--- src/rtl/vi_pkg.sv ---
`default_nettype none
// ----------------------------------------------------------------------------
// vi_pkg
// Shared types and codes for the vortex indicator core.
// ----------------------------------------------------------------------------
package vi_pkg;
	typedef enum logic [1:0] {
		KIND_PRIME  = 2'd0,
		KIND_UPDATE = 2'd1,
		KIND_ADD    = 2'd2,
		KIND_SPARE  = 2'd3
	} kind_t;

	typedef enum logic [4:0] {
		ST_IDLE  = 5'b00001,
		ST_CALC  = 5'b00010,
		ST_PUSH  = 5'b00100,
		ST_DIV   = 5'b01000,
		ST_OUT   = 5'b10000
	} state_t;
endpackage
`default_nettype wire

--- src/rtl/vi_if.sv ---
`default_nettype none
// ----------------------------------------------------------------------------
// vi_if
// Valid/ready channels carrying bars in and vortex ratios out.
// ----------------------------------------------------------------------------
interface vi_bar_if #(parameter int PRICE_BITS = 32);
	logic valid;
	logic ready;
	logic [1:0] kind;
	logic signed [PRICE_BITS-1:0] close_price;
	logic signed [PRICE_BITS-1:0] high_price;
	logic signed [PRICE_BITS-1:0] low_price;
	modport source (output valid, kind, close_price, high_price, low_price, input ready);
	modport sink (input valid, kind, close_price, high_price, low_price, output ready);
endinterface

interface vi_res_if #(parameter int PRICE_BITS = 32);
	logic valid;
	logic ready;
	logic signed [PRICE_BITS-1:0] vi_plus;
	logic signed [PRICE_BITS-1:0] vi_minus;
	logic zero_range;
	modport source (output valid, vi_plus, vi_minus, zero_range, input ready);
	modport sink (input valid, vi_plus, vi_minus, zero_range, output ready);
endinterface
`default_nettype wire

--- src/rtl/vortex_indicator_core.sv ---
`default_nettype none
// ----------------------------------------------------------------------------
// vortex_indicator_core
// Vortex indicator VI+/VI- over fixed-point bars, running window sums and
// bit-serial restoring division.
// ----------------------------------------------------------------------------
// One bar is worked at a time. A prime word goes straight to the output
// state and reaches the result register once that is free. Any other word
// passes the calc and push states and then the shared one-bit-per-cycle
// divider, which computes VI+ and then VI-, each over a PRICE_BITS+FRAC_BITS+9
// bit dividend, after an operand load and ending with a final shift.
// A zero range total skips the division at the load step. The next bar is
// taken the cycle after the result is loaded. The result register lets a new
// bar enter while a result still waits; a finished bar holds in its last
// state until the register frees. Window stores are WINDOW-1 deep and hold
// committed values; only filled entries are used.
module vortex_indicator_core
	import vi_pkg::*;
#(
	parameter int WINDOW     = 21,
	parameter int PRICE_BITS = 32,
	parameter int FRAC_BITS  = 16
) (
	input wire clk,
	input wire arst_n,
	vi_bar_if.sink bar,
	vi_res_if.source res
);
	localparam int DEPTH = WINDOW - 1;
	localparam int AW = (DEPTH > 1) ? $clog2(DEPTH) : 1;
	localparam int CW = $clog2(DEPTH + 1);
	localparam int SW = PRICE_BITS + 9;     // sums of up to 512 entries
	localparam int EW = PRICE_BITS + 2;     // price differences
	localparam int NW = SW + FRAC_BITS;     // shifted dividend magnitude
	localparam int BW = $clog2(NW + 1);
	localparam logic signed [EW-1:0] PMAX_E = EW'({(PRICE_BITS-1){1'b1}});
	localparam logic signed [EW-1:0] PMIN_E = -PMAX_E - EW'(1);
	localparam logic [NW:0] LIM_P = (NW+1)'(PMAX_E);

	state_t state_q;
	logic signed [PRICE_BITS-1:0] prev_close_q, prev_high_q, prev_low_q;
	logic signed [PRICE_BITS-1:0] c_q, h_q, l_q;
	logic [1:0] kind_q;
	logic signed [PRICE_BITS-1:0] u_q, d_q, r_q;
	logic signed [SW-1:0] up_sum_q, down_sum_q, range_sum_q;
	logic [CW-1:0] fill_q;
	logic [AW-1:0] slot_q;
	logic started_q;
	logic signed [PRICE_BITS-1:0] up_mem [DEPTH];
	logic signed [PRICE_BITS-1:0] dn_mem [DEPTH];
	logic signed [PRICE_BITS-1:0] rg_mem [DEPTH];
	logic signed [PRICE_BITS-1:0] old_u_q, old_d_q, old_r_q;
	logic second_q;
	logic [NW-1:0] num_q;
	logic [SW-1:0] den_q;
	logic [SW:0] rem_q;
	logic [NW:0] quo_q;
	logic [BW-1:0] bit_q;
	logic neg_q;
	logic signed [SW-1:0] dnum_q;
	logic signed [PRICE_BITS-1:0] vp_q, vm_q;
	logic zs_q;
	logic out_v_q, zr_q;
	logic signed [PRICE_BITS-1:0] o_vp_q, o_vm_q;

	function automatic logic signed [PRICE_BITS-1:0] sat(input logic signed [EW-1:0] v);
		if (v > PMAX_E) return PMAX_E[PRICE_BITS-1:0];
		if (v < PMIN_E) return PMIN_E[PRICE_BITS-1:0];
		return v[PRICE_BITS-1:0];
	endfunction

	logic signed [EW-1:0] e_h, e_l, e_ph, e_pl, e_pc, t_u, t_d, t_r1, t_r2, t_r3, t_r;
	always_comb begin
		e_h = EW'(h_q); e_l = EW'(l_q);
		e_ph = EW'(prev_high_q); e_pl = EW'(prev_low_q); e_pc = EW'(prev_close_q);
		t_u = e_h - e_pl; if (t_u < 0) t_u = -t_u;
		t_d = e_l - e_ph; if (t_d < 0) t_d = -t_d;
		t_r1 = e_pc - e_l; t_r2 = e_h - e_l; t_r3 = e_h - e_pc;
		t_r = t_r1;
		if (t_r2 > t_r) t_r = t_r2;
		if (t_r3 > t_r) t_r = t_r3;
	end

	logic full;
	assign full = (fill_q >= CW'(DEPTH));
	assign bar.ready = (state_q == ST_IDLE);
	logic bar_acc;
	assign bar_acc = bar.valid && bar.ready;
	logic out_load;
	assign out_load = (state_q == ST_OUT) && (!out_v_q || res.ready);

	// Divider operand setup (dividend magnitude preshifted by FRAC_BITS).
	logic signed [SW-1:0] nsum, dsum;
	logic [SW-1:0] nmag, dmag;
	always_comb begin
		nsum = second_q ? dnum_q : (up_sum_q + SW'(u_q));
		dsum = range_sum_q + SW'(r_q);
		nmag = nsum[SW-1] ? SW'(-nsum) : SW'(nsum);
		dmag = dsum[SW-1] ? SW'(-dsum) : SW'(dsum);
	end

	logic [SW+1:0] trial;
	logic [SW:0] rsh;
	always_comb begin
		rsh = {rem_q[SW-1:0], num_q[NW-1]};
		trial = {1'b0, rsh} - {2'b0, den_q};
	end

	logic [NW:0] lim;
	logic [NW:0] qs;
	logic signed [PRICE_BITS-1:0] qv;
	always_comb begin
		lim = neg_q ? LIM_P + (NW+1)'(1) : LIM_P;
		qs = (quo_q > lim) ? lim : quo_q;
		qv = neg_q ? PRICE_BITS'(-qs) : PRICE_BITS'(qs);
	end

	always_ff @(posedge clk) begin
		if (state_q == ST_CALC) begin
			old_u_q <= up_mem[slot_q];
			old_d_q <= dn_mem[slot_q];
			old_r_q <= rg_mem[slot_q];
		end
		if (state_q == ST_PUSH && (kind_q == KIND_ADD || !started_q)) begin
			up_mem[slot_q] <= u_q;
			dn_mem[slot_q] <= d_q;
			rg_mem[slot_q] <= r_q;
		end
	end

	always_ff @(posedge clk or negedge arst_n) begin
		if (!arst_n) begin
			state_q <= ST_IDLE;
			prev_close_q <= '0; prev_high_q <= '0; prev_low_q <= '0;
			up_sum_q <= '0; down_sum_q <= '0; range_sum_q <= '0;
			fill_q <= '0; slot_q <= '0; started_q <= 1'b0;
			out_v_q <= 1'b0; second_q <= 1'b0;
		end else begin
			if (out_load) out_v_q <= 1'b1;
			else if (res.ready) out_v_q <= 1'b0;
			case (state_q)
			ST_IDLE: begin
				if (bar_acc) begin
					kind_q <= bar.kind; c_q <= bar.close_price;
					h_q <= bar.high_price; l_q <= bar.low_price;
					if (bar.kind == KIND_PRIME) begin
						prev_close_q <= bar.close_price;
						prev_high_q <= bar.high_price;
						prev_low_q <= bar.low_price;
						vp_q <= '0; vm_q <= '0; zs_q <= 1'b0;
						state_q <= ST_OUT;
					end else begin
						state_q <= ST_CALC;
					end
				end
			end
			ST_CALC: begin
				u_q <= sat(t_u); d_q <= sat(t_d); r_q <= sat(t_r);
				state_q <= ST_PUSH;
			end
			ST_PUSH: begin
				// Updates before the first commit seed; adds push after dividing,
				// but the divider takes the sums as they stand plus this bar either way.
				if (kind_q != KIND_ADD && !started_q) begin
					if (full) begin
						up_sum_q <= up_sum_q - SW'(old_u_q) + SW'(u_q);
						down_sum_q <= down_sum_q - SW'(old_d_q) + SW'(d_q);
						range_sum_q <= range_sum_q - SW'(old_r_q) + SW'(r_q);
					end else begin
						up_sum_q <= up_sum_q + SW'(u_q);
						down_sum_q <= down_sum_q + SW'(d_q);
						range_sum_q <= range_sum_q + SW'(r_q);
						fill_q <= fill_q + CW'(1);
					end
					slot_q <= (slot_q == AW'(DEPTH-1)) ? '0 : slot_q + AW'(1);
					started_q <= 1'b1;
				end
				state_q <= ST_DIV;
				second_q <= 1'b0;
				bit_q <= '0;
			end
			ST_DIV: begin
				if (bit_q == '0) begin
					// load operands
					if (!second_q) begin
						dnum_q <= down_sum_q + SW'(d_q);
					end
					num_q <= NW'(nmag) << FRAC_BITS;
					den_q <= dmag;
					neg_q <= (nsum[SW-1] != dsum[SW-1]) && (dsum != '0);
					rem_q <= '0; quo_q <= '0;
					bit_q <= BW'(1);
					if (dsum == '0) begin
						vp_q <= '0; vm_q <= '0; zs_q <= 1'b1;
						state_q <= ST_OUT;
					end
				end else begin
					rem_q <= trial[SW+1] ? rsh : trial[SW:0];
					quo_q <= {quo_q[NW-1:0], ~trial[SW+1]};
					num_q <= num_q << 1;
					if (bit_q == BW'(NW)) bit_q <= BW'(NW + 1);
					else if (bit_q == BW'(NW + 1)) begin
						// quotient complete after final shift
						bit_q <= '0;
						if (!second_q) begin
							vp_q <= qv; second_q <= 1'b1;
						end else begin
							vm_q <= qv; zs_q <= 1'b0;
							state_q <= ST_OUT;
						end
					end else bit_q <= bit_q + BW'(1);
				end
			end
			ST_OUT: begin
				// hold until the result register is free, then commit an add bar and go idle
				if (out_load) begin
					if (kind_q == KIND_ADD) begin
						if (full) begin
							up_sum_q <= up_sum_q - SW'(old_u_q) + SW'(u_q);
							down_sum_q <= down_sum_q - SW'(old_d_q) + SW'(d_q);
							range_sum_q <= range_sum_q - SW'(old_r_q) + SW'(r_q);
						end else begin
							up_sum_q <= up_sum_q + SW'(u_q);
							down_sum_q <= down_sum_q + SW'(d_q);
							range_sum_q <= range_sum_q + SW'(r_q);
							fill_q <= fill_q + CW'(1);
						end
						slot_q <= (slot_q == AW'(DEPTH-1)) ? '0 : slot_q + AW'(1);
						started_q <= 1'b1;
						prev_close_q <= c_q; prev_high_q <= h_q; prev_low_q <= l_q;
					end
					o_vp_q <= vp_q; o_vm_q <= vm_q; zr_q <= zs_q;
					state_q <= ST_IDLE;
				end
			end
			default: state_q <= ST_IDLE;
			endcase
		end
	end

	assign res.valid = out_v_q;
	assign res.vi_plus = o_vp_q;
	assign res.vi_minus = o_vm_q;
	assign res.zero_range = zr_q;

`ifndef SYNTHESIS
	a_ready_idle: assert property (@(posedge clk) disable iff (!arst_n)
		bar.ready |-> (state_q == ST_IDLE)) else $error("ready outside idle");
	a_fill_max: assert property (@(posedge clk) disable iff (!arst_n)
		fill_q <= CW'(DEPTH)) else $error("fill overflow");
	a_started: assert property (@(posedge clk) disable iff (!arst_n)
		(fill_q != '0) |-> started_q) else $error("fill without start");
	a_zr_zero: assert property (@(posedge clk) disable iff (!arst_n)
		(res.valid && res.zero_range) |-> (res.vi_plus == '0 && res.vi_minus == '0))
		else $error("zero range with nonzero ratio");
	a_res_hold: assert property (@(posedge clk) disable iff (!arst_n)
		(res.valid && !res.ready) |=> (res.valid && $stable(res.vi_plus)
		&& $stable(res.vi_minus) && $stable(res.zero_range)))
		else $error("result word changed while waiting");
`endif
endmodule
`default_nettype wire
--- src/flat_wrapper.sv ---
// flat-port wrapper written by rule: the top's interface ports become plain ports
module vortex_indicator_core_flat import vi_pkg::*;
#(
	parameter int WINDOW     = 21,
	parameter int PRICE_BITS = 32,
	parameter int FRAC_BITS  = 16
)
  (clk, arst_n, bar_valid, bar_kind, bar_close_price, bar_high_price, bar_low_price, bar_ready, res_valid, res_vi_plus, res_vi_minus, res_zero_range, res_ready);
  vi_bar_if #(.PRICE_BITS(PRICE_BITS)) bar_i ();
  vi_res_if #(.PRICE_BITS(PRICE_BITS)) res_i ();
  input wire clk;
  input wire arst_n;
  input wire logic [$bits(bar_i.valid)-1:0] bar_valid;
  input wire logic [$bits(bar_i.kind)-1:0] bar_kind;
  input wire logic [$bits(bar_i.close_price)-1:0] bar_close_price;
  input wire logic [$bits(bar_i.high_price)-1:0] bar_high_price;
  input wire logic [$bits(bar_i.low_price)-1:0] bar_low_price;
  output wire logic [$bits(bar_i.ready)-1:0] bar_ready;
  output wire logic [$bits(res_i.valid)-1:0] res_valid;
  output wire logic [$bits(res_i.vi_plus)-1:0] res_vi_plus;
  output wire logic [$bits(res_i.vi_minus)-1:0] res_vi_minus;
  output wire logic [$bits(res_i.zero_range)-1:0] res_zero_range;
  input wire logic [$bits(res_i.ready)-1:0] res_ready;
  assign bar_i.valid = bar_valid;
  assign bar_i.kind = bar_kind;
  assign bar_i.close_price = bar_close_price;
  assign bar_i.high_price = bar_high_price;
  assign bar_i.low_price = bar_low_price;
  assign bar_ready = bar_i.ready;
  assign res_valid = res_i.valid;
  assign res_vi_plus = res_i.vi_plus;
  assign res_vi_minus = res_i.vi_minus;
  assign res_zero_range = res_i.zero_range;
  assign res_i.ready = res_ready;
  vortex_indicator_core #(.WINDOW(WINDOW), .PRICE_BITS(PRICE_BITS), .FRAC_BITS(FRAC_BITS)) u_core (.clk(clk), .arst_n(arst_n), .bar(bar_i), .res(res_i));
endmodule
--- config.mk ---
export PLATFORM = sky130hd
export DESIGN_NAME = vortex_indicator_core_flat
export DESIGN_NICKNAME = d
export VERILOG_FILES = /design/src/rtl/vi_pkg.sv /design/src/rtl/vi_if.sv /design/src/rtl/vortex_indicator_core.sv /design/src/flat_wrapper.sv
export SDC_FILE = /design/constraint.sdc
export NUM_CORES = 2
export LEC_CHECK = 0
export ABC_AREA = 1
export BUFFER_PORTS_ARGS = -buffer_cell sky130_fd_sc_hd__buf_2
export CAP_MARGIN = 20
export CORE_AREA = 2 2 520 522
export DETAILED_ROUTE_END_ITERATION = 10
export DIE_AREA = 0 0 522 524
export PLACE_DENSITY = 0.73
export SYNTH_ARGS = -nofsm -noshare
export SYNTH_HDL_FRONTEND = slang
export SYNTH_SLANG_ARGS = --single-unit
--- constraint.sdc ---
create_clock -name clk -period 11 [get_ports clk]
set_input_delay 1.65 -clock clk [delete_from_list [all_inputs] [get_ports clk]]
set_output_delay 1.65 -clock clk [all_outputs]
set_load 0.02 [all_outputs]
==> out/results.tsv <==
stage	metric	value	unit
critical_path	Worst EP required	11.64	ns
critical_path	critical path type	flip-flop to flip-flop	
sta	fmax	0.1086	GHz
placed_design	Area after DPL	151400	um^2
clocking	clock sink count	2806	
sta	RSZ-0062 raised after global routing	false	
sta	Setup-failing EPs final	0	
clocking	total CTS buffers	297	
status	status	finished clean	
pwr	total power	55.54	mW
yosys	post-synthesis sequential area ratio	56.69	%
route	DRC Markers	0	
sta	Slew HR	20.12	%
floorplan	# IOs	169	
placed_design	HPWL after detailed placement	300000	um
layout	Syn-to-layout area delta	9.952	%
run	max-cap viol count	0	
pwr	Leakage	63.40	nW
global_routing	first-pass GRT wire length	673400	um
critical_path	most used cell, CP	nand2_1	
sta	final hold violation count	0	
clocking	Post-CTS Setup Bufs	0	
layout	design area	161100	um^2
route	Final ANT Viol Nets	0	
yosys	Synth area leaders	edfxtp_1 (53%), nand2_1 (6.4%), o21ai_0 (5.2%)	
global_routing	initial antenna violation count	27	
sta	Tcrit/Tclk final	83.69	%
yosys	share of the synthesized area in the top cell type	52.64	%
yosys	Post-Synthesis Cells	14990	
route	vias per cell	6.016	
yosys	post-synthesis area per instance	9.778	um^2
route	WL final	456700	um
route	wire per inst	24.19	um
global_routing	vias in the first global route	105900	
critical_path	startpoint types	flip-flop	
critical_path	critical-path maximum fanout	33	
floorplan	initial core utilization	54.80	%
clocking	clock slew at reported path FFs	0.06	ns
layout	layout cell share with drive strength beyond 1	7.115	%
placed_design	Port Buffer Count	168	
sta	min Tclk post-route	9.206	ns
yosys	Yosys top cell by area	edfxtp_1	
route	via count	113600	
yosys	Seq cells post-synth	2806	
pwr	VDD IR max	0.5586	mV
global_routing	GRT Util Overall	32.74	%
min_path	Hold Path Class	flip-flop to flip-flop	
yosys	number of flops mapped to enable cells by yosys	2569	
sta	worst slew pin tran	1.198	ns
floorplan	number of core rows	190	
critical_path	CP Capture Type	flip-flop	
sta	Slew Viols, Final	0	
clocking	CTS root buf	clkbuf_16	
global_routing	largest net degree at the start of global routing	211	
clocking	cts hold-fix bufs	0	
sta	Setup TNS	0	ns
layout	nets@finish	15870	
yosys	Post-Syn Area	146600	um^2
critical_path	critical path's largest stage delay	0.68	ns
clocking	CTS tree	yes	
yosys	Yosys Warn Count	0	
floorplan	Core Region	267400	um^2
clocking	clk_lat worst skew	0.93	ns
route	Initial DRC Count	15470	
floorplan	Die Area	273500	um^2
placed_design	Final GP Congestion	1.023	
clocking	CTS H-Tree Depth	5	
floorplan	chip height	524	um
floorplan	Die Wd	522	um
yosys	ys async rst share	8.446	%
sta	Setup Skew	0.06066	ns
clocking	cts repair resizes	0	
critical_path	CP max-delay cell	nor4_1	
critical_path	CP arrival	9.85	ns
global_routing	total gr overflow	0	
yosys	count of cell types in the netlist	79	
yosys	ys flop type	edfxtp_1	
route	drt pass-1 iters	7	
clocking	CTS Buffer Depth	4	
pwr	Power per Cell Area	344.7	nW/um^2
cell type report:
| cell class | instances | area (um^2) |
|---|---|---|
| clock buffer | 364 | 7830 |
| clock inverter | 176 | 1797 |
| multi-input combinational | 9950 | 55220 |
| tap | 3552 | 4444 |
| antenna | 9 | 22.52 |
| sequential | 2806 | 83090 |
| timing repair buffer | 355 | 2445 |
| inverter | 1669 | 6294 |
| fill | 22050 | 106300 |
worst max-delay path: cells and delay by family (launching register included):
family | cells | cell delay (ns)
XOR/XNOR | 1 | 0.31
flip-flops | 1 | 0.36
AO/OA/AOI/OAI | 5 | 1.00
adder cells (fa/ha/maj) | 4 | 1.21
AND/OR/NAND/NOR | 29 | 5.11
buffers and inverters | 7 | 0.90
where the power goes:
group	leakage [nW]	internal [mW]	switching, mW	total [mW]
Sequential	25.9	13.8	0.891	14.7
Combinational	32.8	9.32	21.5	30.8
Clock	4.66	5.69	4.36	10.0
synthesized netlist by cell type (19+ instances only):
| master | instances |
|---|---|
| nor2_1 | 1849 |
| inv_1 | 1649 |
| ha_1 | 555 |
| xnor2_1 | 116 |
| nor4_1 | 31 |
| clkbuf_1 | 489 |
| nand2_2 | 44 |
| a21oi_1 | 768 |
| xor2_1 | 243 |
| nand2_1 | 2483 |
| nand3b_1 | 45 |
| nor2_2 | 26 |
| a31oi_1 | 123 |
| nand3_1 | 625 |
| o21a_1 | 29 |
| buf_1 | 27 |
| or2_2 | 112 |
| dfrtp_1 | 236 |
| a221oi_1 | 19 |
| o21ai_1 | 31 |
| o21bai_1 | 34 |
| buf_2 | 29 |
| nand4_1 | 117 |
| o22ai_1 | 478 |
| a22o_1 | 87 |
| edfxtp_1 | 2569 |
| nor3_1 | 115 |
| o211ai_1 | 142 |
| a21o_1 | 53 |
| o21ai_0 | 1520 |
| fa_1 | 129 |
sequential cells by signal, indices dropped and copies added, names as in the netlist, 41 cells and up:
name	count
u_core.dn_mem	640
u_core.rg_mem	640
u_core.up_mem	640
u_core.quo_q	58
u_core.den_q	41
u_core.dnum_q	41
u_core.down_sum_q	41
u_core.num_q	41
u_core.range_sum_q	41
u_core.rem_q	41
u_core.up_sum_q	41
metal layers:
layer	up-vias	routed length (um)	track usage [%]
met2	6227	200400	49.72
met3	819	53250	6.461
met4	18	15100	10.22
met1	54320	187800	47.53
li1	52200	-	-
met5	-	124	0
kinds of logic (layout without fill, tap and decap cells):
group | Yosys count | count (layout) | share of synthesized area, %
fa+ha+maj | 684 | 684 | 6.501
other cells | 1 | 11 | 0.002559
flops | 2806 | 2806 | 56.69
mux | 2 | 2 | 0.01366
xor+xnor | 366 | 366 | 2.231
buf+inv | 2233 | 2564 | 5.834
simple gates | 5509 | 5509 | 15.66
compound gates | 3387 | 3387 | 13.07
path summary, 6_finish.rpt:
| path | start | end | slack, ns | depth (start not counted) |
|---|---|---|---|---|
| min reg2reg | u_core.vm_q[27] | u_core.res.vi_minus[27] | 0.41 | 0 |
| max reg2reg | u_core.h_q[0] | u_core.r_q[9] | 1.79 | 46 |
| max | u_core.h_q[0] | u_core.r_q[9] | 1.79 | 46 |
| min in group asynchronous | arst_n | u_core.prev_high_q[27] | 0.61 | 1 |
| max in group asynchronous | arst_n | u_core.up_sum_q[39] | 8.43 | 3 |
| min | u_core.vm_q[27] | u_core.res.vi_minus[27] | 0.41 | 0 |
cell usage in the layout, fill, tap and decap left out, types with 31 or more instances in the layout:
master and instances:
a21o_1 53, a21oi_1 767, a22o_1 87, a31oi_1 123
buf_2 167, buf_4 173, clkbuf_1 58, clkbuf_16 302
clkinv_1 69, clkinv_2 42, dfrtp_1 233, edfxtp_1 2569
fa_1 129, ha_1 555, inv_1 1646, nand2_1 2482
nand2_2 45, nand3_1 623, nand3b_1 45, nand4_1 117
nor2_1 1820, nor2_4 33, nor3_1 112, o211ai_1 142
o21ai_0 1520, o21ai_1 31, o21bai_1 34, o22ai_1 478
or2_2 112, xnor2_1 116, xor2_1 243
metrics by stage:
step / hold WS [ns] / std cells / setup slack, ns / utilization [%]
after floorplan: 0.4003 / 14990 / 2.788 / -
after global placement: 0.4002 / 18330 / 2.149 / 56.61
after detailed placement: 0.4045 / 18330 / 2.052 / 56.62
after CTS: 0.4183 / 18870 / 1.988 / 60.22
after global routing: 0.4181 / 18880 / 1.220 / 60.25
final: 0.4130 / 18880 / 1.794 / 60.25
Power figures use the tool's default switching activity.
